==> src/hw/rtl/dvcm_pkg.sv <==
// package for the distinct value class mapper
// holds table sizing constants, the controller state type and the cell control struct
// no dependencies
package dvcm_pkg;

    localparam int MAX_CLASSES = 32;
    localparam int COUNT_BITS  = 20;

    localparam int WORD_W      = 64;
    localparam int INDEX_W     = 5;
    localparam int COUNT_OUT_W = 20;

    localparam int USED_W  = $clog2(MAX_CLASSES + 1);
    localparam int SLOT_W  = (MAX_CLASSES > 1) ? $clog2(MAX_CLASSES) : 1;
    localparam int IDXE_W  = (USED_W > INDEX_W) ? USED_W : INDEX_W;
    localparam int SLOTE_W = (SLOT_W > INDEX_W) ? SLOT_W : INDEX_W;
    localparam int CNTE_W  = (COUNT_BITS > COUNT_OUT_W) ? COUNT_BITS : COUNT_OUT_W;

    localparam logic [COUNT_BITS-1:0] COUNT_MAX = '1;

    typedef enum logic [1:0] {
        ST_IDLE,
        ST_EXEC,
        ST_DUMP
    } ctrl_state_t;

    typedef struct packed {
        logic exec;
        logic shift;
        logic in_use;
        logic claim;
    } cell_ctrl_t;

endpackage

==> src/hw/rtl/dvcm_cell.sv <==
// one table cell: stores a distinct word and its saturating count
// compares against the broadcast word and shifts toward its lower neighbor on dump
// depends on dvcm_pkg
module dvcm_cell (
    input  logic                              clk,
    input  dvcm_pkg::cell_ctrl_t              ctrl,
    input  logic [dvcm_pkg::WORD_W-1:0]       word,
    input  logic [dvcm_pkg::WORD_W-1:0]       shift_value,
    input  logic [dvcm_pkg::COUNT_BITS-1:0]   shift_count,
    output logic [dvcm_pkg::WORD_W-1:0]       value,
    output logic [dvcm_pkg::COUNT_BITS-1:0]   count,
    output logic                              match
);
    import dvcm_pkg::*;

    logic [WORD_W-1:0]     value_reg;
    logic [COUNT_BITS-1:0] count_reg;

    assign match = ctrl.in_use && (value_reg == word);
    assign value = value_reg;
    assign count = count_reg;

    always_ff @(posedge clk)
    begin
        if (ctrl.shift)
        begin
            value_reg <= shift_value;
            count_reg <= shift_count;
        end
        else if (ctrl.exec && ctrl.claim)
        begin
            value_reg <= word;
            count_reg <= COUNT_BITS'(1);
        end
        else if (ctrl.exec && match && (count_reg != COUNT_MAX))
        begin
            count_reg <= count_reg + COUNT_BITS'(1);
        end
    end

endmodule

==> config.mk <==
export PLATFORM = sky130hd
export DESIGN_NAME = dvcm_cell
export DESIGN_NICKNAME = d
export VERILOG_FILES = /design/src/hw/rtl/dvcm_pkg.sv /design/src/hw/rtl/dvcm_cell.sv
export SDC_FILE = /design/constraint.sdc
export NUM_CORES = 1
export LEC_CHECK = 0
export ABC_CLOCK_PERIOD_IN_PS = 9400
export BUFFER_PORTS_ARGS = -buffer_cell sky130_fd_sc_hd__buf_4
export CAP_MARGIN = 30
export CORE_ASPECT_RATIO = 0.8
export CORE_MARGIN = 5
export CORE_UTILIZATION = 35
export CTS_CLUSTER_DIAMETER = 80
export CTS_CLUSTER_SIZE = 12
export DETAILED_ROUTE_END_ITERATION = 7
export PLACE_DENSITY = 0.73
export REMOVE_ABC_BUFFERS = 1
export SLEW_MARGIN = 20
export SYNTH_ARGS = -nofsm -noshare
export SYNTH_HDL_FRONTEND = slang
export SYNTH_SLANG_ARGS = --single-unit
==> constraint.sdc <==
create_clock -name clk -period 9.4 [get_ports clk]
set_clock_uncertainty 0.1 [all_clocks]
set_input_delay 0.94 -clock clk [delete_from_list [all_inputs] [get_ports clk]]
set_output_delay 0.94 -clock clk [all_outputs]
set_load 0.01 [all_outputs]
==> results by group, run 1 <==
Synthesis
  – Top cells by count, synth: edfxtp_1 (84), mux2_2 (59), xnor2_1 (51)
  – Seq/Total Area, Yosys: 55.13%
  – Mapped Area: 0.004576 sq mm
  – Distinct cells, synth: 32
  – Top cells by area, synth: edfxtp_1 (55%), mux2_2 (15%), xnor2_1 (9.8%)
  – Top cell type's share of synthesized area: 55.13%
  – Post-Syn Area per Cell: 12.89 sq um
  – Post-synth EDFFs: 84
  – Post-synthesis instance total: 355
  – Seq cells post-synth: 84
  – Most used flip-flop cell after synthesis: edfxtp_1
  – Ys async rst share: 0%
  – Syn. warnings: 0
  – Most frequent cell after synthesis: edfxtp_1
  – Area leader, netlist: edfxtp_1

Critical path
  – R2R setup slack: 6.73 ns
  – CP startpoint kind: input pin
  – CP endpoint: match
  – Register-to-Register Path Depth: 6
  – Crit path DAT: 2.49 ns
  – Worst Path Required: 8.36 ns
  – Setup crit end kind: primary output
  – Worst-path fanout max: 2
  – Reg-to-reg endpoint: count[7]
  – Beginning of the critical path: word[59]
  – Crit path kind: in -> out
  – Reg2reg start: value[59]

Layout
  – Non-Filler Instances: 775
  – Area delta synth->final: 49.74%
  – Final nets: 749
  – Share of cells above drive strength 1: 53.00%
  – Diodes inserted: 0
  – Max reg flops: 64

Floorplanning
  – Die Y-Extent: 112.3 microns
  – CORE AREA: 0.01282 sq mm
  – Die X: 137.8 microns
  – Top Ports: 238
  – Initial Util: 35.68%
  – Row cnt: 37
  – Die area: 0.01547 sq mm

Routing
  – Highest routed layer: met4
  – Routed WL per cell: 17.42 microns
  – Drt drc: 0
  – Initial DRC Count: 149
  – 1st-pass router iterations: 4
  – DR WL met3: 1.441 mm
  – Post-route ant nets: 0
  – Wire length on met1: 5.108 mm
  – Wire length on met2: 6.679 mm
  – Routed vias/inst: 4.848
  – Vias after detailed routing: 3,757
  – Routed WL: 13.50 mm

STA
  – Minimum clock period: 3.525 ns
  – Total negative slack: 0 ns
  – Post-route clock period utilization: 37.50%
  – Least-Margin Pin Slew: 0.7838 ns
  – Max-slew headroom: 47.74%
  – Final hold vios: 0
  – Setup violators final: 0
  – RSZ-0062 raised after global routing: false
  – Final slew viol count: 0
  – Max Fclk: 283.7 MHz
  – Setup ws final: 5.875 ns

Pwr
  – Logic pwr share: 22.3%
  – P_sw: 0.0002811 W
  – Lkg Pwr: 2.799 nW
  – Internal Pwr Total: 0.0008100 W
  – Switching part of the total: 25.76%
  – Clk pwr share: 31.7%
  – Flop pwr share: 45.9%
  – VDD IR max: 0.1181 mV
  – PwrDens: 159.2 mW/mm^2

Clocking
  – CTS tree: done
  – CTS Root Buffer Type: clkbuf_16
  – Num CTS Buffers: 9
  – Skew-Pair Late Insertion Delay: 0.34 ns
  – Clock sink total: 84
  – PostCTS Resize Cnt: 0
  – CTS H-tree depth: 3
  – # Post-CTS Setup Buffers: 0
  – Clock slew at reported path FFs: 0.06 ns
  – Hold-fix buffers at CTS: 0
  – Clk buf depth: 2

Placement
  – Port Buffers: 237
  – Pre-CTS setup slack: 5.759 ns
  – Hpwl dp: 10.63 mm
  – Post-Place Cells: 758
  – RD Place Congestion: 0.8163

Flow run
  – Number of max-cap violations: 0

Min path
  – Hold crit path type: reg -> reg

GRT
  – Largest net degree at the start of global routing: 51
  – Aggregate global-route resource usage: 17.11%
  – Global-route wire length before repair: 20.54 mm
  – GRT overflow: 0
  – Antenna violations before repair: 0
  – Vias in the first global route: 4,058

Run status
  – Status: finished, final reports clean
[per-layer routing]
layer | global-route usage, % | vias up
met4 | 5.464 | 0
met1 | 19.14 | 1769
met5 | 0 | -
li1 | - | 1796
met2 | 29.13 | 171
met3 | 7.616 | 21
[worst min path at each step]
stage	from	endpoint	depth (start not counted)
6_report	count[14]	count[14]	2
5_1_grt	count[14]	count[14]	2
4_1_cts	count[14]	count[14]	2
3_5_place_dp	count[17]	count[17]	2
3_3_place_gp	count[17]	count[17]	2
2_1_floorplan	count[17]	count[17]	2
[worst max-delay path: stages]
cell     delay (ns)
buf_4          0.12
xnor2_1        0.16
nand4_1        0.13
nor4_1         0.49
nand4_1        0.29
nor2_1         0.21
buf_4          0.14
[through the flow]
stage	util [%]	cell area (sq um)	power, W	hold WS (ns)
4_1_cts	53.31	6837	0.001104	0.6015
3_3_place_gp	51.10	6553	0.0007495	0.5696
5_1_grt	53.43	6852	0.001142	0.6285
6_report	53.43	6852	0.001091	0.5953
2_1_floorplan	-	4526	0.0006049	0.5843
3_5_place_dp	51.10	6553	0.0007551	0.5996
[cell type report]
class / count / area [sq um]
multi-input cells: 247 / 1968
flip-flops and latches: 84 / 2522
clock inverters: 6 / 55.05
clock buffers: 10 / 229.0
well taps: 175 / 219.0
fillers: 1133 / 5972
inverters: 13 / 48.80
repair buffers: 240 / 1809
[layout by cell type, fill, tap and decap left out]
cell type     n
a22o_1        4
clkinvlp_4    1
and3_1        2
nand4_1      17
o21ai_0      20
clkinv_1      2
nor4_1        5
o21ai_2       1
a21oi_1       5
edfxtp_1     84
clkinv_2      2
nor3_1        3
o21ai_1       2
and4_1        2
nand3_1       7
o22ai_1       3
o2111ai_1     1
a222oi_1      1
nand2b_1      3
nand4_4       1
mux2_2       59
o221ai_1      1
inv_1        12
nand2_1      29
o31ai_4       1
inv_2         1
nor4_2        1
clkbuf_16     9
bufinv_16     1
nor2b_1       2
buf_8         1
nor4_4        1
ha_1          1
clkbuf_1      1
nor2_1        5
o2bb2ai_1     1
buf_4       239
xnor2_1      51
xor2_1       18
[cells by family (layout without fill, tap and decap cells)]
logic type,count (synthesis),after routing,synth area share (%)
flops,84,84,55.13
simple gates,78,78,9.434
xor+xnor,69,69,13.21
mux,59,59,14.52
compound gates,40,40,5.278
buf+inv,24,269,2.160
fa+ha+maj,1,1,0.2734
[power by group through the flow]
stage,Combinational [W],Clock [W],Sequential [W]
floorplan,0.0000820,0,0.000523
global placement,0.000243,0,0.000506
detailed placement,0.000247,0,0.000508
CTS,0.000247,0.000355,0.000501
global route,0.000265,0.000370,0.000507
finish,0.000244,0.000346,0.000501
No activity file was read; power rests on OpenSTA's default activity.
==> run 2, diff against run 1 <==
- ABC_CLOCK_PERIOD_IN_PS: 9400 -> 3100
- PLACE_DENSITY: 0.73 -> 0.75
- clock period: 9.4 -> 3.1 ns (I/O delays scaled with it)
==> run 2 against run 1 <==
Against the previous run: clock power increased to 3.3 times the previous value; die area unchanged; critical path type is now reg -> reg; first-iteration DRC count decreased by 20%; routed wire length increased by 0.78%; register-to-register slack got worse by 6.4 ns; total power increased to 3.1 times the previous value; core utilization increased by 0.24 points; via count increased by 0.37%; critical endpoint is now count[9]; largest power group unchanged; sequential share of layout area decreased by 0.17 points; flip-flop and latch count unchanged.
==> results by group, run 2 (synthesis results as in run 1) <==
GRT
  – GRT overflow: 0 (unchanged)
  – Aggregate global-route resource usage: 16.90% (-0.21 points)
  – Vias in the first global route: 4,125 (+1.7%)
  – Largest net degree at the start of global routing: 51 (unchanged)
  – Global-route wire length before repair: 20.69 mm (+0.74%)
  – Antenna violations before repair: 0 (unchanged)

Floorplanning
  – Top Ports: 238 (unchanged)
  – Initial Util: 35.68% (unchanged)
  – Die area: 0.01547 sq mm (unchanged)
  – Row cnt: 37 (unchanged)
  – CORE AREA: 0.01282 sq mm (unchanged)
  – Die Y-Extent: 112.3 microns (unchanged)
  – Die X: 137.8 microns (unchanged)

Layout
  – Most common cell after layout, fill and taps aside: buf_4
  – Non-Filler Instances: 776 (+0.13%)
  – Share of cells above drive strength 1: 53.41% (+0.41 points)
  – Diodes inserted: 0 (unchanged)
  – Area delta synth->final: 50.42%
  – Max reg flops: 64 (unchanged)
  – Commonest non-fill, non-tap cells in the layout: buf_4 (242), edfxtp_1 (84), mux2_2 (59)
  – Final nets: 751 (+0.27%)

Pwr
  – Overall power: 0.003394 W (+210%)
  – PwrDens: 493.1 mW/mm^2 (+210%)
  – VDD IR max: 0.2630 mV (+120%)
  – Lkg Pwr: 2.816 nW (+0.62%)

Critical path
  – CP max stage cell: nor4_1
  – Worst-path fanout max: 15 (+13)
  – Worst path bufs/invs: 1 (-1)
  – Crit path DAT: 2.67 ns (+0.18 ns)
  – CP startpoint kind: register
  – CP top delay family: simple AND/OR/NAND/NOR gates
  – Worst Path Required: 3.03 ns (-5.33 ns)
  – Crit path largest cell delay: 0.52 ns (+0.03 ns)
  – CP dominant cell by count: nand4_1
  – Crit path kind: reg -> reg
  – Setup crit end kind: register
  – Cell Chain, Critical Path: xnor2_1 > nand4_1 > nor4_1 > nand4_1 > o31ai_4 > buf_4

Routing
  – Vias after detailed routing: 3,771 (+0.37%)
  – Post-route ant nets: 0 (unchanged)
  – Routed WL: 13.60 mm (+0.78%)
  – Initial DRC Count: 119 (-20%)
  – 1st-pass router iterations: 5 (+1)
  – Drt drc: 0 (unchanged)
  – Routed WL per cell: 17.53 microns (+0.65%)
  – Routed vias/inst: 4.860 (+0.24%)

Min path
  – Hold crit path type: in -> reg

Clocking
  – CTS tree: done
  – # Post-CTS Setup Buffers: 0 (unchanged)
  – Clock sink total: 84 (unchanged)
  – Hold-fix buffers at CTS: 0 (unchanged)
  – Clk buf depth: 2 (unchanged)
  – Num CTS Buffers: 9 (unchanged)
  – CTS Root Buffer Type: clkbuf_16
  – PostCTS Resize Cnt: 0 (unchanged)
  – Skew-Pair Late Insertion Delay: 0.33 ns (about the same)
  – Clock slew at reported path FFs: 0.07 ns (about the same)
  – CTS H-tree depth: 3 (unchanged)

Placement
  – Hpwl dp: 10.90 mm (+2.6%)
  – RD Place Congestion: 0.7818 (-4.2%)
  – Port Buffers: 237 (unchanged)
  – Post-Place Cells: 761 (+0.40%)

STA
  – Setup violators final: 0 (unchanged)
  – Max-slew headroom: 57.28% (+9.5 points)
  – Final slew viol count: 0 (unchanged)
  – Max Fclk: 364.6 MHz
  – Fin Hold WS: 0.1547 ns (-0.4406 ns)
  – Minimum clock period: 2.743 ns
  – Least-Margin Pin Slew: 0.6408 ns (-0.1431 ns)
  – RSZ-0062 raised after global routing: false
  – Total negative slack: 0 ns (unchanged)
  – Post-route clock period utilization: 88.48%
  – Final hold vios: 0 (unchanged)

Run status
  – Status: finished, final reports clean

Flow run
  – Number of max-cap violations: 0 (unchanged)
[run 2: changes by cell type in the layout (fill, tap and decap cells not counted)]
cell       before  now
buf_4         239  242
buf_8           1    0
bufinv_16       1    2
clkinv_1        2    0
clkinv_2        2    3
inv_2           1    0
[run 2: metal layers]
layer / vias up / global-route usage (%) / share of wire [%]
met2: 165 / 29.42 / 50
li1: 1804 / - / -
met3: 19 / 5.600 / 9.1
met1: 1783 / 19.70 / 40
met4: 0 / 5.069 / 1.6
met5: - / 0 / 0
[run 2: worst paths after layout]
kind | startpoint | endpoint | slack [ns] | depth (start not counted)
worst max-delay path | value[6] | count[9] | 0.36 | 6
worst min register to register | count[19] | count[19] | 0.61 | 2
worst min-delay path | shift_count[11] | count[11] | 0.15 | 3
worst max register to register | value[6] | count[9] | 0.36 | 6
[run 2: report_power, final]
part	switching (W)	total (W)	internal, W
registers	0.000111	0.00152	0.00141
logic	0.000312	0.000744	0.000432
clock network	0.000432	0.00113	0.000699
[run 2: final cells by class]
class | count | area (sq um)
fillers | 1111 | 5941
flip-flops and latches | 84 | 2522
multi-input cells | 247 | 1968
repair buffers | 242 | 1817
clock buffers | 10 | 229.0
well taps | 175 | 219.0
clock inverters | 5 | 77.57
inverters | 13 | 50.05
[run 2: worst register-to-register path: cells and delay by family (launching register included)]
family / cells / cell delay [ns]
AO/OA/AOI/OAI: 1 / 0.46
XOR/XNOR: 1 / 0.20
buffers and inverters: 1 / 0.31
flip-flops: 1 / 0.42
AND/OR/NAND/NOR: 3 / 0.94
[run 2: stage by stage]
stage               instance area (sq um)  utilization, %  worst slack [ns]
floorplan                            4526               -           -0.1775
global placement                     6576           51.28            0.3940
detailed placement                   6576           51.28            0.3124
CTS                                  6883           53.67            0.3185
global route                         6883           53.67            0.1595
finish                               6883           53.67            0.3571
